==> src/rtl/scrb_pkg.sv <==
// Package with the transaction types, register offsets and constants of the system config block.
package scrb_pkg;

    typedef struct packed {
        logic        req_type;
        logic [11:0] reg_offset;
        logic [31:0] write_data;
    } req_t;

    typedef struct packed {
        logic [31:0] read_data;
        logic        access_error;
    } rsp_t;

    localparam int OSC_SLOTS = 3;
    localparam int CFG_IDX_W = 3;

    localparam logic [CFG_IDX_W-1:0] CFG_BOARD_INFO = 3'd0;
    localparam logic [CFG_IDX_W-1:0] CFG_AUX_ID     = 3'd1;
    localparam logic [CFG_IDX_W-1:0] CFG_IDENT      = 3'd2;
    localparam logic [CFG_IDX_W-1:0] CFG_OSC0_INIT  = 3'd3;

    localparam logic [11:0] OFF_CFG_A       = 12'h000;
    localparam logic [11:0] OFF_LED_CFG     = 12'h004;
    localparam logic [11:0] OFF_SWITCHES    = 12'h00C;
    localparam logic [11:0] OFF_BOARD_INFO  = 12'h010;
    localparam logic [11:0] OFF_DATA_RETURN = 12'h0A0;
    localparam logic [11:0] OFF_DATA_OUT    = 12'h0A4;
    localparam logic [11:0] OFF_CONTROL     = 12'h0A8;
    localparam logic [11:0] OFF_STATUS      = 12'h0AC;
    localparam logic [11:0] OFF_DLL         = 12'h100;
    localparam logic [11:0] OFF_AUX_ID      = 12'hFF8;
    localparam logic [11:0] OFF_IDENT       = 12'hFFC;

    localparam logic [31:0] CTRL_RESET     = 32'h0010_0000;
    localparam logic [31:0] CTRL_KEEP_MASK = 32'h43F0_0FFF;
    localparam int          CTRL_START_BIT = 31;
    localparam int          CTRL_WRITE_BIT = 30;
    localparam logic [5:0]  FUNC_OSC       = 6'd1;
    localparam logic [31:0] DLL_FIXED      = 32'h00FF_0001;
    localparam logic [7:0]  LOCK_RESET     = 8'hFF;

    localparam logic [1:0] STAT_DONE  = 2'b01;
    localparam logic [1:0] STAT_ERROR = 2'b10;

    localparam logic [31:0] OSC_INIT_RESET [OSC_SLOTS] = '{
        32'd50000000, 32'd24576000, 32'd25000000
    };

endpackage

==> src/rtl/system_config_register_block_core.sv <==
// Top level of the system config register block: bus decode, channel and register state.

// The block takes one bus transaction per clock cycle while the response side
// does not stall and returns one response transaction for each, in order. A
// transaction is captured in an input register, decoded and applied to the
// register state in a single pass, and its response is held in an output
// register, so a stalled response still lets one transaction be captured
// into an empty input register. A control word write with the start bit set
// runs its oscillator entry access in the same pass.
module system_config_register_block_core
    import scrb_pkg::*;
#(
    parameter int NUM_OSC = 3
) (
    input  logic                 clk,
    input  logic                 rst_n,
    input  logic                 req_valid,
    output logic                 req_ready,
    input  req_t                 req,
    output logic                 rsp_valid,
    input  logic                 rsp_ready,
    output rsp_t                 rsp,
    input  logic                 cfg_we,
    input  logic [CFG_IDX_W-1:0] cfg_index,
    input  logic [31:0]          cfg_data
);

    localparam int OSC_IDX_W = (NUM_OSC > 1) ? $clog2(NUM_OSC) : 1;

    logic        in_valid_reg;
    req_t        req_reg;
    logic        rsp_valid_reg;
    rsp_t        rsp_reg;
    rsp_t        rsp_next;

    logic [31:0] board_info_reg;
    logic [31:0] aux_id_reg;
    logic [31:0] ident_reg;
    logic [31:0] osc_init_reg [NUM_OSC];

    logic [31:0] cfg_a_reg, cfg_a_next;
    logic [31:0] led_cfg_reg, led_cfg_next;
    logic [31:0] data_return_reg, data_return_next;
    logic [31:0] data_out_reg, data_out_next;
    logic [31:0] control_reg, control_next;
    logic [1:0]  status_reg, status_next;
    logic [7:0]  lock_mask_reg, lock_mask_next;
    logic [31:0] osc_freq_reg [NUM_OSC];
    logic        osc_written_reg [NUM_OSC];

    logic                 advance;
    logic                 proc;
    logic                 freq_we;
    logic [OSC_IDX_W-1:0] dev_idx;
    logic [11:0]          device;
    logic [5:0]           func;
    logic                 entry_ok;
    logic [31:0]          entry_value;

    assign advance   = !rsp_valid_reg || rsp_ready;
    assign proc      = in_valid_reg && advance;
    assign req_ready = !in_valid_reg || advance;
    assign rsp_valid = rsp_valid_reg;
    assign rsp       = rsp_reg;

    assign device      = req_reg.write_data[11:0];
    assign func        = req_reg.write_data[25:20];
    assign dev_idx     = device[OSC_IDX_W-1:0];
    assign entry_ok    = (func == FUNC_OSC) && (device < 12'(NUM_OSC));
    assign entry_value = osc_written_reg[dev_idx] ? osc_freq_reg[dev_idx]
                                                  : osc_init_reg[dev_idx];

    always_comb
    begin
        cfg_a_next       = cfg_a_reg;
        led_cfg_next     = led_cfg_reg;
        data_return_next = data_return_reg;
        data_out_next    = data_out_reg;
        control_next     = control_reg;
        status_next      = status_reg;
        lock_mask_next   = lock_mask_reg;
        freq_we          = 1'b0;
        rsp_next.read_data    = 32'd0;
        rsp_next.access_error = 1'b0;
        if (req_reg.req_type)
        begin
            unique case (req_reg.reg_offset)
                OFF_CFG_A:    cfg_a_next    = req_reg.write_data;
                OFF_LED_CFG:  led_cfg_next  = req_reg.write_data;
                OFF_DATA_OUT: data_out_next = req_reg.write_data;
                OFF_CONTROL:
                begin
                    status_next  = 2'b00;
                    control_next = req_reg.write_data & CTRL_KEEP_MASK;
                    if (req_reg.write_data[CTRL_START_BIT])
                    begin
                        status_next = STAT_DONE;
                        if (!entry_ok)
                        begin
                            status_next = STAT_DONE | STAT_ERROR;
                        end
                        else if (req_reg.write_data[CTRL_WRITE_BIT])
                        begin
                            freq_we = 1'b1;
                        end
                        else
                        begin
                            data_return_next = entry_value;
                        end
                    end
                end
                OFF_DLL:      lock_mask_next = req_reg.write_data[31:24];
                default:      rsp_next.access_error = 1'b1;
            endcase
        end
        else
        begin
            unique case (req_reg.reg_offset)
                OFF_CFG_A:       rsp_next.read_data = cfg_a_reg;
                OFF_LED_CFG:     rsp_next.read_data = led_cfg_reg;
                OFF_SWITCHES:    rsp_next.read_data = 32'd0;
                OFF_BOARD_INFO:  rsp_next.read_data = board_info_reg;
                OFF_DATA_RETURN: rsp_next.read_data = data_return_reg;
                OFF_DATA_OUT:    rsp_next.read_data = data_out_reg;
                OFF_CONTROL:     rsp_next.read_data = control_reg;
                OFF_STATUS:      rsp_next.read_data = {30'd0, status_reg};
                OFF_DLL:         rsp_next.read_data = {lock_mask_reg, 24'd0} | DLL_FIXED;
                OFF_AUX_ID:      rsp_next.read_data = aux_id_reg;
                OFF_IDENT:       rsp_next.read_data = ident_reg;
                default:         rsp_next.access_error = 1'b1;
            endcase
        end
    end

    always_ff @(posedge clk or negedge rst_n)
    begin
        if (!rst_n)
        begin
            in_valid_reg  <= 1'b0;
            rsp_valid_reg <= 1'b0;
        end
        else
        begin
            if (req_valid && req_ready)
            begin
                in_valid_reg <= 1'b1;
            end
            else if (advance)
            begin
                in_valid_reg <= 1'b0;
            end
            if (proc)
            begin
                rsp_valid_reg <= 1'b1;
            end
            else if (rsp_ready)
            begin
                rsp_valid_reg <= 1'b0;
            end
        end
    end

    always_ff @(posedge clk)
    begin
        if (req_valid && req_ready)
        begin
            req_reg <= req;
        end
        if (proc)
        begin
            rsp_reg <= rsp_next;
        end
    end

    always_ff @(posedge clk or negedge rst_n)
    begin
        if (!rst_n)
        begin
            cfg_a_reg       <= 32'd0;
            led_cfg_reg     <= 32'd0;
            data_return_reg <= 32'd0;
            data_out_reg    <= 32'd0;
            control_reg     <= CTRL_RESET;
            status_reg      <= 2'b00;
            lock_mask_reg   <= LOCK_RESET;
        end
        else if (proc)
        begin
            cfg_a_reg       <= cfg_a_next;
            led_cfg_reg     <= led_cfg_next;
            data_return_reg <= data_return_next;
            data_out_reg    <= data_out_next;
            control_reg     <= control_next;
            status_reg      <= status_next;
            lock_mask_reg   <= lock_mask_next;
        end
    end

    always_ff @(posedge clk or negedge rst_n)
    begin
        if (!rst_n)
        begin
            board_info_reg <= 32'd0;
            aux_id_reg     <= 32'd0;
            ident_reg      <= 32'd0;
        end
        else if (cfg_we)
        begin
            unique case (cfg_index)
                CFG_BOARD_INFO: board_info_reg <= cfg_data;
                CFG_AUX_ID:     aux_id_reg     <= cfg_data;
                CFG_IDENT:      ident_reg      <= cfg_data;
                default:        ;
            endcase
        end
    end

    for (genvar i = 0; i < NUM_OSC; i++)
    begin : g_osc
        always_ff @(posedge clk or negedge rst_n)
        begin
            if (!rst_n)
            begin
                osc_init_reg[i]    <= OSC_INIT_RESET[i];
                osc_written_reg[i] <= 1'b0;
            end
            else
            begin
                if (cfg_we && (cfg_index == CFG_IDX_W'(int'(CFG_OSC0_INIT) + i)))
                begin
                    osc_init_reg[i] <= cfg_data;
                end
                if (proc && freq_we && (dev_idx == OSC_IDX_W'(i)))
                begin
                    osc_written_reg[i] <= 1'b1;
                end
            end
        end
    end

    always_ff @(posedge clk)
    begin
        if (proc && freq_we)
        begin
            osc_freq_reg[dev_idx] <= data_out_reg;
        end
    end

    a_write_reads_zero: assert property (@(posedge clk) disable iff (!rst_n)
        proc && req_reg.req_type |=> rsp_valid && (rsp.read_data == 32'd0))
        else $error("write response carries nonzero read data");

    a_error_needs_done: assert property (@(posedge clk) disable iff (!rst_n)
        status_reg[1] |-> status_reg[0])
        else $error("channel error without done");

    a_start_sets_done: assert property (@(posedge clk) disable iff (!rst_n)
        proc && req_reg.req_type && (req_reg.reg_offset == OFF_CONTROL)
        && req_reg.write_data[CTRL_START_BIT] |=> status_reg[0])
        else $error("started channel access did not report done");

    a_stalled_item_held: assert property (@(posedge clk) disable iff (!rst_n)
        in_valid_reg && !advance |=> in_valid_reg && $stable(req_reg))
        else $error("captured transaction lost while response stalled");

    a_bad_status_write: assert property (@(posedge clk) disable iff (!rst_n)
        proc && req_reg.req_type && (req_reg.reg_offset == OFF_STATUS)
        |=> rsp.access_error && $stable(status_reg))
        else $error("write to status word was not rejected");

endmodule
==> config.mk <==
export PLATFORM = sky130hd
export DESIGN_NAME = system_config_register_block_core
export DESIGN_NICKNAME = d
export VERILOG_FILES = /design/src/rtl/scrb_pkg.sv /design/src/rtl/system_config_register_block_core.sv
export SDC_FILE = /design/constraint.sdc
export NUM_CORES = 1
export LEC_CHECK = 0
export BUFFER_PORTS_ARGS = -buffer_cell sky130_fd_sc_hd__buf_2
export CAP_MARGIN = 20
export CORE_ASPECT_RATIO = 1.1
export CORE_MARGIN = 2
export CORE_UTILIZATION = 40
export CTS_BUF_LIST = sky130_fd_sc_hd__clkbuf_16
export DETAILED_ROUTE_END_ITERATION = 10
export HOLD_SLACK_MARGIN = 0.12
export SLEW_MARGIN = 25
export SYNTH_ARGS = -nofsm -noshare
export SYNTH_HDL_FRONTEND = slang
export SYNTH_SLANG_ARGS = --single-unit
==> constraint.sdc <==
create_clock -name clk -period 9.6 [get_ports clk]
set_clock_uncertainty 0.1 [all_clocks]
set_input_delay 0.96 -clock clk [delete_from_list [all_inputs] [get_ports clk]]
set_output_delay 0.96 -clock clk [all_outputs]
set_load 0.01 [all_outputs]
==> results.md <==
Critical path:
- The worst register-to-register path ends at data_return_reg[16].
- The register-to-register setup slack is between 5000 and 6000 ps.
- The maximum fanout along the worst path is 47.
- The signal arrival time at the worst endpoint is around 4400 ps.
- The kind of capture point of the worst setup path is a flop.
- The worst register-to-register path has a depth of 7.
- The kind of critical path is reg2reg.
- The worst endpoint required time is between 9000 and 10,000 ps.
- The startpoint identified for the worst register-to-register timing path is req_reg[34].
- The kind of start point of the critical path is a flop.

Floorplan:
- The full die area is slightly below 60,000 um^2.
- The starting density of the core is ~41%.
- The floorplan step set the die height to about 250 um.
- The area of the core is 55,100 um^2.
- The die is around 230 um wide.
- In this run the core area contains 90 standard-cell rows.
- During I/O placement, the number of pins put on the boundary was 120.

Placement:
- Timing analysis after detailed placement gives a worst setup slack of roughly 5600 ps.
- After detailed placement, the design holds a cell count of 2,354.
- Detailed placement finished with a half-perimeter wire length of between 30,000 and 40,000 um.
- The number of buffers inserted by port buffering is 119.
- After detailed placement, the total cell area comes to 23,900 um^2.
- The congestion estimate from routability-driven global placement came to ~0.83.

Routing:
- The routed length per instance is 24.8 um.
- For this run, design rule violations remaining after detail routing come to 0.
- For this block, the via count after detailed routing is 13,600.
- The via count normalized by instance count is 5.56.
- The number of iterations in the first detailed-routing pass is 5.
- Summed over all layers, the routed wires come to 60,800 um.
- For this block, the initial DRC count from the detailed router was 1,014.
- The residual antenna-violating net count after detailed routing is 0.

Clock network:
- The maximum root-to-sink buffer count is 3.
- The number of clock sinks is 530.
- The post-CTS setup buffer count is 0.
- The later pin in the worst-skew pair is clocked with a latency of roughly 600 ps.
- The depth of the CTS H-tree is 2.
- The root buffer selected by CTS is sky130_fd_sc_hd__clkbuf_16.
- The clock transition at the registers of the reported paths is 60 ps.
- In this run, CTS created clock tree buffers numbering 53.
- The count of instances resized after the clock tree is built is 0.
- The number of hold buffers added after CTS was 0.
- The TritonCTS clock tree is done.

Hold path:
- In this run the most critical hold path is launched from control_reg[20].
- The worst min-delay path class is reg2reg.
- The worst hold path terminates at control_reg[20].
- Along the worst hold path, the cell count comes to 2.

Synthesis:
- After synthesis, the netlist uses 58 different library cells.
- The summed instance area of the synthesized netlist is 22,300 um^2.
- The dominant cell by count in the synthesized netlist is sky130_fd_sc_hd__dfrtp_1.
- For this run, the register share of the synthesized area comes to between 60% and 70%.
- After synthesis, the share of flip-flops with an asynchronous set or reset is around two thirds.
- The net count of the mapped netlist is approximately 1,600.
- The most common flop cell mapped by yosys is sky130_fd_sc_hd__dfrtp_1.
- During synthesis, Yosys emitted a total of 0 warnings.
- Counting instances in the post-synthesis netlist gives the leading cell types as sky130_fd_sc_hd__dfrtp_1 (314), sky130_fd_sc_hd__mux2_2 (303), sky130_fd_sc_hd__edfxtp_1 (174).
- Averaged over all synthesized cells, the footprint is about 14 um^2.
- Counting flops and latches in the post-synthesis netlist gives 530.
- After synthesis, the cell types taking the most area are sky130_fd_sc_hd__dfrtp_1 (35%), sky130_fd_sc_hd__edfxtp_1 (23%), sky130_fd_sc_hd__mux2_2 (15%).
- The top cell type by total area after synthesis is sky130_fd_sc_hd__dfrtp_1.
- The top cell type by area accounts for between 30% and 40% of the synthesized area.
- The number of enable flip-flop cells after synthesis is 174.
- The number of instances in the synthesized netlist is roughly 1,600.

STA:
- The maximum clock rate is around 0.25 GHz.
- The final-report max-slew violation count is 0.
- The final-report hold violation count is 0.
- The normalized max-slew margin is about a third.
- Setup repair after global routing left no endpoint under its margin.
- The final total negative setup slack is 0 ps.
- The count of final setup violators is 0.
- At the pin with the least slew margin, the transition time is about 1000 ps.
- The share of the clock period used by the worst path after layout is a little over two fifths.
- Setup slack closes at roughly 5600 ps.
- The smallest clock period supported by the final layout is computed as 4010 ps.

Finish:
- After routing the design area is around 26,000 um^2.
- The ratio of cells with drive above 1 in the final layout is a little under two fifths.
- Fill cells in the final layout number about 5,000.
- Summing all flip-flop and latch instances after layout gives 14,200 um^2.
- The area growth from synthesis to final layout is 14.8%.
- The area of the multi-input gates is between 7000 and 8000 um^2.
- The non-filler instance count after layout is approximately 2,500.
- The net count of the finished layout is around 1,800.
- The antenna diode count is 0.

Global routing:
- The total track usage is 21.1%.
- The first-pass GRT wire length is a little over 90,000 um.
- The number of antenna violations at the first check in global routing came to 0.
- Summed over all layers, the global routing overflow is 0.
- The pin count of the biggest net entering global routing is 170.
- The number of global-route vias before repair is between 10,000 and 15,000.

Flow run:
- The total of max-cap violations is 0.

Power and ir drop:
- The maximum VDD drop is between 0.1 and 0.15 mV.
- The static leakage is 0.0110 uW.
- Power spread over the standard cell area amounts to 199 nW/um^2.

Run status:
- The run finished with clean final reports.
[placed cells by master, fill, tap and decap left out, drive strengths merged, types with 11 or more instances in the layout]
cell    count
dfrtp     314
mux2i     124
a222oi     12
nor2       85
dfstp      40
edfxtp    174
a31oi      18
a21oi     108
buf       160
a22oi      41
a221oi     14
mux2      336
o22ai      11
inv        22
clkbuf     54
clkinv     21
nand2      81
nor3       13
[how the worst max path moves through the flow]
| stage | endpoint | slack [ps] | depth (start not counted) | startpoint |
|---|---|---|---|---|
| floorplan | osc_freq_reg[0][0] | 4300 | 5 | req_reg[43] |
| global placement | data_return_reg[16] | 5700 | 7 | req_reg[34] |
| detailed placement | data_return_reg[15] | 5610 | 7 | req_reg[34] |
| CTS | data_return_reg[16] | 5590 | 7 | req_reg[34] |
| global route | data_return_reg[15] | 5470 | 7 | req_reg[34] |
| finish | data_return_reg[16] | 5590 | 7 | req_reg[34] |
[report_power, final]
part	leakage, uW	internal, uW	switching (uW)
logic	0.00376	226	232
registers	0.00636	2560	116
clock network	0.000882	1120	864
total	0.0110	3900	1210
[metal layers]
layer | vias to the layer above | GRT usage (%) | wire length (um)
met4 | 0 | 5.66 | 1330
met2 | 339 | 36.5 | 30600
met3 | 89 | 3.45 | 2680
li1 | 6043 | - | -
met1 | 7178 | 27.7 | 26200
met5 | - | 0 | 0
[area by class of cell]
cell class | count | share of cell area [%]
clock inverters | 44 | 1.16
well taps | 736 | 3.59
clock buffers | 54 | 5.27
repair buffers | 161 | 3.88
flip-flops and latches | 530 | 55.3
inverters | 3 | 0.0439
multi-input cells | 927 | 30.8
[per-stage QoR]
stage          power, uW  utilization, %  hold WS [ps]
2_1_floorplan       2980               -           330
6_report            5120            46.6           374
3_3_place_gp        3150            43.4           347
4_1_cts             5160            46.5           371
5_1_grt             5320            46.6           398
3_5_place_dp        3180            43.5           354
[kinds of logic after synthesis]
| logic type | synth area share (%) |
|---|---|
| buffers and inverters | 1.85 |
| DFF | 63.4 |
| and+or+nand+nor | 5.07 |
| AOI/OAI and AO/OA | 6.63 |
| muxes | 23.0 |
[critical path, cell delays in order, from the launching register on]
cell,delay [ps]
sky130_fd_sc_hd__edfxtp_1,350
sky130_fd_sc_hd__buf_4,390
sky130_fd_sc_hd__or4b_4,690
sky130_fd_sc_hd__nor3_4,800
sky130_fd_sc_hd__nand4_2,250
sky130_fd_sc_hd__or3b_2,490
sky130_fd_sc_hd__buf_4,380
sky130_fd_sc_hd__mux2_4,390
Note: power is estimated with default switching activity, not from simulation.
